==> src/rtl/bns_pkg.sv <==
// Package for the buzzer note sequencer: item types, codes and span divider constants.
`default_nettype none

package bns_pkg;

	localparam int MAX_NOTES_DEF = 32;

	localparam int FREQ_W = 16;
	localparam int MS_W   = 16;
	localparam int VOL_W  = 9;
	localparam int TICK_W = 23;

	localparam logic [TICK_W-1:0] TICK_SAT = '1;
	localparam logic [VOL_W-1:0]  VOL_MIN  = 9'd10;
	localparam logic [VOL_W-1:0]  VOL_MAX  = 9'd256;
	localparam logic [TICK_W-1:0] SPAN_MIN = 23'd2;

	// freq*ms/1000 = ((freq*ms) >> 3) / 125, the /125 done as a reciprocal multiply
	localparam int               PRE_SHIFT = 3;
	localparam int               RECIP_W   = 30;
	localparam logic [RECIP_W-1:0] RECIP_125 = 30'd549755814;
	localparam int               RECIP_SH  = 36;
	localparam int               PROD_W    = FREQ_W + MS_W;
	localparam int               QUOT_W    = PROD_W - PRE_SHIFT;
	localparam int               LO_W      = 15;
	localparam int               HI_W      = QUOT_W - LO_W;
	localparam int               SUM_W     = QUOT_W + RECIP_W;

	typedef enum logic [1:0] {
		CMD_LOAD = 2'd0,
		CMD_SONG = 2'd1,
		CMD_TONE = 2'd2,
		CMD_TICK = 2'd3
	} bns_cmd_t;

	typedef struct packed {
		bns_cmd_t          cmd;
		logic [4:0]        note_index;
		logic [FREQ_W-1:0] note_freq;
		logic [MS_W-1:0]   note_ms;
		logic [VOL_W-1:0]  note_volume;
		logic [5:0]        song_length;
	} bns_in_t;

	typedef struct packed {
		logic [VOL_W-1:0]  buzzer_level;
		logic [FREQ_W-1:0] tick_rate_hz;
		logic              playing;
		logic              accepted;
	} bns_out_t;

	// item leaving the span pipeline, with its tick span worked out
	typedef struct packed {
		bns_in_t           item;
		logic [TICK_W-1:0] span;
	} bns_span_item_t;

	// one note table entry; the span is stored instead of the milliseconds
	typedef struct packed {
		logic [FREQ_W-1:0] freq;
		logic [TICK_W-1:0] span;
		logic [VOL_W-1:0]  vol;
	} bns_note_t;

endpackage

`default_nettype wire

==> src/rtl/buzzer_note_sequencer_unit.sv <==
// Top level of the buzzer note sequencer: span pipeline, note table, player state, result register.
//
//   channel | signals                          | transfer when
//   --------+----------------------------------+---------------------------
//   command | cmd_valid, cmd_ready, cmd_item   | cmd_valid && cmd_ready
//   result  | res_valid, res_ready, res_item   | res_valid && res_ready
//
// One item per cycle while results are taken; from the command transfer to a valid result,
// the transfer loads the input register, then product, partial products, span, result register.
// The player state updates when an item moves from the span stage into the result register.
// A full result register that is not taken stalls only the stages behind it; bubbles close up.
// Reset clears the pipeline valids and the player state; the note table holds no reset.
`default_nettype none

module buzzer_note_sequencer_unit
	import bns_pkg::*;
#(
	parameter int MAX_NOTES = MAX_NOTES_DEF
) (
	input  wire logic    clk,
	input  wire logic    arst_n,
	input  wire logic    cmd_valid,
	output logic         cmd_ready,
	input  wire bns_in_t cmd_item,
	output logic         res_valid,
	input  wire logic    res_ready,
	output bns_out_t     res_item
);

	localparam int NW = (MAX_NOTES > 1) ? $clog2(MAX_NOTES) : 1;
	localparam int CW = $clog2(MAX_NOTES + 1);

	typedef enum logic [1:0] {
		MODE_IDLE = 2'd0,
		MODE_TONE = 2'd1,
		MODE_SONG = 2'd2
	} mode_t;

	logic           item_valid, take;
	bns_span_item_t sit;
	bns_cmd_t       next_cmd;

	logic           wr_en;
	logic [NW-1:0]  wr_addr, rd_addr;
	bns_note_t      wr_data, rd_data;

	mode_t             mode_q, mode_d;
	logic [TICK_W-1:0] elapsed_q, elapsed_d;
	logic [TICK_W-1:0] ticks_q, ticks_d;
	logic [CW-1:0]     cur_q, cur_d;
	logic [CW-1:0]     notes_q, notes_d;
	logic [VOL_W-1:0]  tone_vol_q, tone_vol_d;
	logic [VOL_W-1:0]  note_vol_q, note_vol_d;
	logic [VOL_W-1:0]  level_q, level_d;
	logic [FREQ_W-1:0] rate_q, rate_d;
	logic              acc;
	bns_out_t          res_q;
	logic              res_valid_q;

	bns_span_pipe u_pipe (
		.clk        (clk),
		.arst_n     (arst_n),
		.cmd_valid  (cmd_valid),
		.cmd_ready  (cmd_ready),
		.cmd_item   (cmd_item),
		.item_valid (item_valid),
		.item_take  (take),
		.item       (sit),
		.next_cmd   (next_cmd)
	);

	bns_note_table #(
		.MAX_NOTES (MAX_NOTES)
	) u_table (
		.clk     (clk),
		.wr_en   (wr_en),
		.wr_addr (wr_addr),
		.wr_data (wr_data),
		.rd_addr (rd_addr),
		.rd_data (rd_data)
	);

	assign take = item_valid && (!res_valid_q || res_ready);

	assign wr_addr      = NW'(sit.item.note_index);
	assign wr_data.freq = sit.item.note_freq;
	assign wr_data.span = sit.span;
	assign wr_data.vol  = sit.item.note_volume;

	always_comb begin
		logic [TICK_W-1:0] el_inc;
		logic [CW:0]       nxt;
		logic [CW-1:0]     len_sat;
		logic              idx_ok;

		mode_d     = mode_q;
		elapsed_d  = elapsed_q;
		ticks_d    = ticks_q;
		cur_d      = cur_q;
		notes_d    = notes_q;
		tone_vol_d = tone_vol_q;
		note_vol_d = note_vol_q;
		level_d    = level_q;
		rate_d     = rate_q;
		acc        = 1'b1;
		wr_en      = 1'b0;
		el_inc     = (elapsed_q < TICK_SAT) ? elapsed_q + 1'b1 : elapsed_q;
		nxt        = (CW+1)'(cur_q) + 1'b1;
		len_sat    = (32'(sit.item.song_length) > MAX_NOTES) ? CW'(MAX_NOTES)
		                                                     : CW'(sit.item.song_length);
		idx_ok     = 32'(sit.item.note_index) < MAX_NOTES;

		case (sit.item.cmd)
			CMD_LOAD: begin
				wr_en = take && idx_ok;
				// a reload of the sounding note changes its stored volume, used for the level from the next tick on
				if (idx_ok && 32'(sit.item.note_index) == 32'(cur_q)) begin
					note_vol_d = sit.item.note_volume;
				end
			end
			CMD_SONG: begin
				notes_d   = len_sat;
				elapsed_d = '0;
				cur_d     = '0;
				if (len_sat == '0) begin
					mode_d  = MODE_IDLE;
					level_d = '0;
					rate_d  = '0;
				end else begin
					mode_d     = MODE_SONG;
					rate_d     = rd_data.freq;
					ticks_d    = rd_data.span;
					note_vol_d = rd_data.vol;
				end
			end
			CMD_TONE: begin
				elapsed_d = '0;
				if (sit.item.note_volume < VOL_MIN || sit.item.note_volume > VOL_MAX) begin
					acc = 1'b0;
				end else begin
					tone_vol_d = sit.item.note_volume;
					ticks_d    = sit.span;
					if (sit.span < SPAN_MIN) begin
						acc = 1'b0;
					end else begin
						mode_d = MODE_TONE;
						rate_d = sit.item.note_freq;
					end
				end
			end
			CMD_TICK: begin
				if (mode_q != MODE_IDLE) begin
					elapsed_d = el_inc;
					if (el_inc > ticks_q) begin
						if (mode_q == MODE_SONG && nxt < (CW+1)'(notes_q)) begin
							cur_d      = nxt[CW-1:0];
							rate_d     = rd_data.freq;
							elapsed_d  = '0;
							ticks_d    = rd_data.span;
							note_vol_d = rd_data.vol;
						end else begin
							mode_d  = MODE_IDLE;
							level_d = '0;
							rate_d  = '0;
							cur_d   = '0;
						end
					end else if (mode_q == MODE_TONE) begin
						level_d = tone_vol_q & {VOL_W{el_inc[0]}};
					end else begin
						level_d = note_vol_q & {VOL_W{el_inc[0]}};
					end
				end
			end
			default: begin
				acc = 1'b1;
			end
		endcase
	end

	// read address for the item that will be in the span stage next cycle
	always_comb begin
		logic [CW-1:0] cur_next;
		logic [CW:0]   look;

		cur_next = take ? cur_d : cur_q;
		look     = (CW+1)'(cur_next) + 1'b1;
		if (next_cmd == CMD_SONG || 32'(look) >= MAX_NOTES) begin
			rd_addr = '0;
		end else begin
			rd_addr = NW'(look);
		end
	end

	always_ff @(posedge clk or negedge arst_n) begin
		if (!arst_n) begin
			mode_q      <= MODE_IDLE;
			elapsed_q   <= '0;
			ticks_q     <= '0;
			cur_q       <= '0;
			notes_q     <= '0;
			tone_vol_q  <= VOL_MAX;
			note_vol_q  <= '0;
			level_q     <= '0;
			rate_q      <= '0;
			res_valid_q <= 1'b0;
		end else begin
			if (take) begin
				mode_q      <= mode_d;
				elapsed_q   <= elapsed_d;
				ticks_q     <= ticks_d;
				cur_q       <= cur_d;
				notes_q     <= notes_d;
				tone_vol_q  <= tone_vol_d;
				note_vol_q  <= note_vol_d;
				level_q     <= level_d;
				rate_q      <= rate_d;
				res_valid_q <= 1'b1;
			end else if (res_ready) begin
				res_valid_q <= 1'b0;
			end
		end
	end

	always_ff @(posedge clk) begin
		if (take) begin
			res_q.buzzer_level <= level_d;
			res_q.tick_rate_hz <= rate_d;
			res_q.playing      <= (mode_d != MODE_IDLE);
			res_q.accepted     <= acc;
		end
	end

	assign res_valid = res_valid_q;
	assign res_item  = res_q;

	a_tone_vol_ok: assert property (@(posedge clk) disable iff (!arst_n)
		mode_q == MODE_TONE |-> tone_vol_q >= VOL_MIN)
		else $error("tone playing with a volume below the minimum");

	a_song_note_in_range: assert property (@(posedge clk) disable iff (!arst_n)
		mode_q == MODE_SONG |-> cur_q < notes_q)
		else $error("song note index beyond song length");

	a_idle_silent: assert property (@(posedge clk) disable iff (!arst_n)
		mode_q == MODE_IDLE |-> (level_q == '0 && rate_q == '0))
		else $error("idle with buzzer level or tick rate not cleared");

endmodule

`default_nettype wire

==> src/rtl/bns_span_pipe.sv <==
// Input register and span pipeline: freq*ms/1000 over three registered stages.
`default_nettype none

module bns_span_pipe
	import bns_pkg::*;
(
	input  wire logic           clk,
	input  wire logic           arst_n,
	input  wire logic           cmd_valid,
	output logic                cmd_ready,
	input  wire bns_in_t        cmd_item,
	output logic                item_valid,
	input  wire logic           item_take,
	output bns_span_item_t      item,
	output bns_cmd_t            next_cmd
);

	logic    v_s1, v_s2, v_s3, v_s4;
	logic    rdy1, rdy2, rdy3, rdy4;
	bns_in_t it_s1, it_s2, it_s3, it_s4;
	logic [PROD_W-1:0]        prod_s2;
	logic [LO_W+RECIP_W-1:0]  pp_lo_s3;
	logic [HI_W+RECIP_W-1:0]  pp_hi_s3;
	logic [TICK_W-1:0]        span_s4;
	logic [QUOT_W-1:0]        quot;
	logic [SUM_W-1:0]         sum;

	assign rdy4 = !v_s4 || item_take;
	assign rdy3 = !v_s3 || rdy4;
	assign rdy2 = !v_s2 || rdy3;
	assign rdy1 = !v_s1 || rdy2;
	assign cmd_ready = rdy1;

	assign quot = prod_s2[PROD_W-1:PRE_SHIFT];
	assign sum  = SUM_W'(pp_lo_s3) + (SUM_W'(pp_hi_s3) << LO_W);

	always_ff @(posedge clk or negedge arst_n) begin
		if (!arst_n) begin
			v_s1 <= 1'b0;
			v_s2 <= 1'b0;
			v_s3 <= 1'b0;
			v_s4 <= 1'b0;
		end else begin
			if (rdy1) v_s1 <= cmd_valid;
			if (rdy2) v_s2 <= v_s1;
			if (rdy3) v_s3 <= v_s2;
			if (rdy4) v_s4 <= v_s3;
		end
	end

	always_ff @(posedge clk) begin
		if (rdy1 && cmd_valid) begin
			it_s1 <= cmd_item;
		end
		if (rdy2 && v_s1) begin
			it_s2   <= it_s1;
			prod_s2 <= PROD_W'(it_s1.note_freq) * PROD_W'(it_s1.note_ms);
		end
		if (rdy3 && v_s2) begin
			it_s3    <= it_s2;
			pp_lo_s3 <= (LO_W+RECIP_W)'(quot[LO_W-1:0]) * (LO_W+RECIP_W)'(RECIP_125);
			pp_hi_s3 <= (HI_W+RECIP_W)'(quot[QUOT_W-1:LO_W]) * (HI_W+RECIP_W)'(RECIP_125);
		end
		if (rdy4 && v_s3) begin
			it_s4   <= it_s3;
			span_s4 <= sum[RECIP_SH +: TICK_W];
		end
	end

	assign item_valid = v_s4;
	assign item.item  = it_s4;
	assign item.span  = span_s4;
	// command of the item that will sit in the last stage next cycle
	assign next_cmd   = rdy4 ? it_s3.cmd : it_s4.cmd;

endmodule

`default_nettype wire

==> src/rtl/bns_note_table.sv <==
// Note table: one write port, one registered read port with write bypass.
`default_nettype none

module bns_note_table
	import bns_pkg::*;
#(
	parameter int MAX_NOTES = MAX_NOTES_DEF,
	localparam int NW = (MAX_NOTES > 1) ? $clog2(MAX_NOTES) : 1
) (
	input  wire logic          clk,
	input  wire logic          wr_en,
	input  wire logic [NW-1:0] wr_addr,
	input  wire bns_note_t     wr_data,
	input  wire logic [NW-1:0] rd_addr,
	output bns_note_t          rd_data
);

	bns_note_t mem [MAX_NOTES];

	always_ff @(posedge clk) begin
		if (wr_en) begin
			mem[wr_addr] <= wr_data;
		end
		if (wr_en && wr_addr == rd_addr) begin
			rd_data <= wr_data;
		end else begin
			rd_data <= mem[rd_addr];
		end
	end

endmodule

`default_nettype wire
==> config.mk <==
export PLATFORM = sky130hd
export DESIGN_NAME = buzzer_note_sequencer_unit
export DESIGN_NICKNAME = d
export VERILOG_FILES = /design/src/rtl/bns_pkg.sv /design/src/rtl/buzzer_note_sequencer_unit.sv /design/src/rtl/bns_span_pipe.sv /design/src/rtl/bns_note_table.sv
export SDC_FILE = /design/constraint.sdc
export NUM_CORES = 2
export LEC_CHECK = 0
export BUFFER_PORTS_ARGS = -buffer_cell sky130_fd_sc_hd__buf_4
export CAP_MARGIN = 20
export CORE_UTILIZATION = 65
export DETAILED_ROUTE_END_ITERATION = 8
export PLACE_DENSITY = 0.82
export RECOVER_POWER = 50
export SLEW_MARGIN = 15
export SYNTH_ARGS = -nofsm -noshare
export SYNTH_HDL_FRONTEND = slang
export SYNTH_SLANG_ARGS = --single-unit
==> constraint.sdc <==
create_clock -name clk -period 18.93 [get_ports clk]
set_input_delay 1.893 -clock clk [delete_from_list [all_inputs] [get_ports clk]]
set_output_delay 1.893 -clock clk [all_outputs]
set_load 0.03 [all_outputs]
==> impl_metrics.ini <==
[critical_path]
worstPathRequired_ns = 19.49
r2r-end = u_pipe.pp_lo_s3[43]
reg2reg_slack_ns = 11.85
crit_arrival_ns = 7.65
critPathLaunch = u_pipe.prod_s2[6]
ff2ff_path_depth = 19
rr_startpoint = u_pipe.prod_s2[6]
endpoint = u_pipe.pp_lo_s3[43]
cp-start-kind = flip-flop
worstPathMaxFanout = 8
criticalPathCategory = flip-flop to flip-flop
crit_path_end_kind = flip-flop

[global_routing]
antenna_found_initial = 7
grt_pass1_vias = 57111
gr-total-overflow = 0
grt_pass1_wl_mm = 377
gr-usage-all-layers_pct = 35.5
grtUsageMet3_pct = 8.21
grt_use_met1_pct = 44.0
grt.busiest_layer = met2
grt_max_degree = 154
grt_use_met2_pct = 57.7

[sta]
fin_crit_ns = 7.08
worstMarginPinSlew_ns = 4.99
rsz0062_at_grt = false
min_period_over_period_pct = 37.4
drv_slew = 609
fin_skew_ns = 0.0865
final_hold_viol_count = 0
max_freq_ghz = 0.141
setup_viol_count_final = 0
setup_tns_ns = 0
relSlewSlack_pct = -232

[clock_tree]
clock_latency_ns = 0.87
cts_buffer_depth = 3
cts_hold_buf = 0
h-tree-depth = 4
cts_tree = built
cts_root_buf = clkbuf_16
path_clk_slew_ns = 0.07
cts_resized = 0
cts_buffers = 187
post-cts-setup-buffers = 0
cts_sinks = 1968

[finish]
layout.cells.non_filler = 7963
fill_cells = 8437
finalNetCount = 6814
drive_gt1_share_pct = 16.7
syn2layout_area_growth_pct = 9.66

[placed_design]
io_buffers = 86
gp_congestion = 0.910
placed_cells = 7590
dpl.hpwl_mm = 146

[logic_synthesis]
synth_most_common_cell = edfxtp_1
syn_nets = 6643
synth_cells = 5706
ys_types = 92
synth_edf_count = 1855
syn-cell-area_um2 = 96000
synth_top_area_cell = edfxtp_1
yosysWarnings = 0
synth_area_per_cell_um2 = 16.8
synth-seq-cells = 1968
async_flop_share_pct = 5.49
yosysSeqAreaShare_pct = 61.0
synthTopCellsByArea = edfxtp_1 (58%), mux4_2 (11%), fa_1 (8.4%), ha_1 (6.2%), dfrtp_1 (2.8%)
synth_top_area_share_pct = 58.0
synth_ff_type = edfxtp_1
ys_top_cells_by_count = edfxtp_1 (1855), inv_1 (642), mux4_2 (480)

[die]
core.rowCount = 140
start_util_pct = 65.7
boundaryPins = 87
die_w_um = 386
die_y_um = 386
core_area_um2 = 146000
dieArea_um2 = 149000

[route]
drc = 0
vias = 55129
avgViaCountPerCell = 6.92
wl_per_cell_um = 33.3
dr.pass1.iters = 9
wirelength_mm = 265
first_iter_violations = 8115
ant_nets = 0

[flow_run]
max-cap-violations = 17

[run_status]
violations = max-capacitance violations, max-slew violations
status = finished with violations

[min_path]
min_path_type = flip-flop to flip-flop
-- area by class of cell --
type | instances | area, um2 | area share [%]
Clock buffer | 259 | 5110 | 4.86
Tap cell | 1917 | 2400 | 2.28
Antenna cell | 2 | 5.00 | 0.00476
Timing Repair Buffer | 182 | 1300 | 1.24
Inverter | 643 | 2410 | 2.29
Clock inverter | 97 | 1040 | 0.987
Multi-Input combinational cell | 2895 | 34400 | 32.7
Sequential cell | 1968 | 58500 | 55.6
-- registers in the layout (all words and copies together), names as in the netlist, 2 cells and up, named ones only --
| name | count |
|---|---|
| cur_q | 6 |
| elapsed_q | 23 |
| level_q | 9 |
| mode_q | 2 |
| note_vol_q | 9 |
| notes_q | 6 |
| rate_q | 16 |
| res_item | 27 |
| ticks_q | 23 |
| tone_vol_q | 9 |
| u_pipe.it_s1 | 54 |
| u_pipe.it_s2 | 38 |
| u_pipe.it_s3 | 38 |
| u_pipe.item | 38 |
| u_pipe.pp_hi_s3 | 43 |
| u_pipe.pp_lo_s3 | 29 |
| u_pipe.prod_s2 | 29 |
| u_pipe.span_s4 | 23 |
| u_table.mem | 1536 |
-- layer usage --
metal  vias to the layer above  part of all wire (%)
met5                         -                 0.011
met4                         6                   6.9
met3                      1152                    11
met2                      4437                    49
met1                     27821                    33
li1                      21713                     -
-- cells by family (layout without fill, tap and decap cells) --
kind of cell    after synthesis  after routing  share of synthesized area (%)
compound gates              539            539                           3.61
xor+xnor                    136            136                           1.24
fa+ha+maj                   879            879                           14.6
buf+inv                     843           1181                           3.44
flops                      1968           1968                           61.0
mux                         573            573                           12.3
other cells                   0              2                              0
simple gates                768            768                           3.85
-- through the flow --
stage	worst slack, ns	hold slack [ns]	utilization, %	area [um2]
6_report	11.85	0.404	72.0	105000
4_1_cts	11.90	0.416	72.0	105000
2_1_floorplan	12.66	0.400	-	96000
3_5_place_dp	11.90	0.405	67.8	99100
5_1_grt	11.51	0.420	72.0	105000
3_3_place_gp	11.96	0.401	67.8	99000
-- how the worst min path moves through the flow --
| stage | start | end | slack, ns | cells past startpoint |
|---|---|---|---|---|
| CTS | u_pipe.it_s2[8] | u_pipe.it_s3[8] | 0.42 | 0 |
| finish | u_pipe.it_s2[14] | u_pipe.it_s3[14] | 0.40 | 0 |
| global placement | u_pipe.it_s3[51] | u_pipe.item[74] | 0.40 | 0 |
| detailed placement | u_pipe.it_s1[4] | u_pipe.it_s2[4] | 0.40 | 0 |
| floorplan | u_pipe.it_s1[0] | u_pipe.it_s2[0] | 0.40 | 0 |
| global route | u_pipe.it_s2[6] | u_pipe.it_s3[6] | 0.42 | 0 |
-- layout by cell type, fill, tap and decap left out, types with 12 or more instances in the layout --
cell,synthesis,final
a21o_1,53,53
a21oi_1,163,163
a22oi_1,19,19
a31oi_1,13,13
and2_1,115,110
and3_1,22,22
buf_4,4,89
bufinv_16,0,12
clkbuf_1,127,97
clkbuf_16,0,190
clkbuf_4,0,48
clkinv_1,0,33
clkinv_2,0,27
dfrtp_1,107,107
edfxtp_1,1855,1855
fa_1,403,403
ha_1,476,476
inv_1,642,643
mux2_2,35,35
mux2i_1,58,58
mux4_2,480,480
nand2_1,282,282
nand2b_1,24,24
nand3_1,44,44
nand4_1,31,31
nor2_1,157,124
nor2_4,0,33
nor2b_1,12,12
nor3_1,17,17
o21a_1,27,27
o21ai_0,55,55
o21ai_1,74,73
o22a_1,18,18
o31ai_1,13,13
or2_2,13,13
xnor2_1,84,84
xor2_1,52,52
-- worst max-delay path: stages, from the launching register on --
cell and delay (ns):
edfxtp_1 0.59, ha_1 0.46, fa_1 0.52, inv_1 0.06, fa_1 0.48, fa_1 0.51, fa_1 0.50, inv_1 0.06
fa_1 0.45, ha_1 0.30, nand4_1 0.09, nor3_1 0.28, o31ai_1 0.17, a2111oi_0 0.98, o21ai_1 0.40, o211ai_1 0.34
a21oi_1 0.16, o21ai_1 0.29, o31a_1 0.18, a21oi_1 0.05
Power is left out: the tool's default activity adds up to more than one toggle a clock period on the data nets, which glitch-free logic cannot reach.
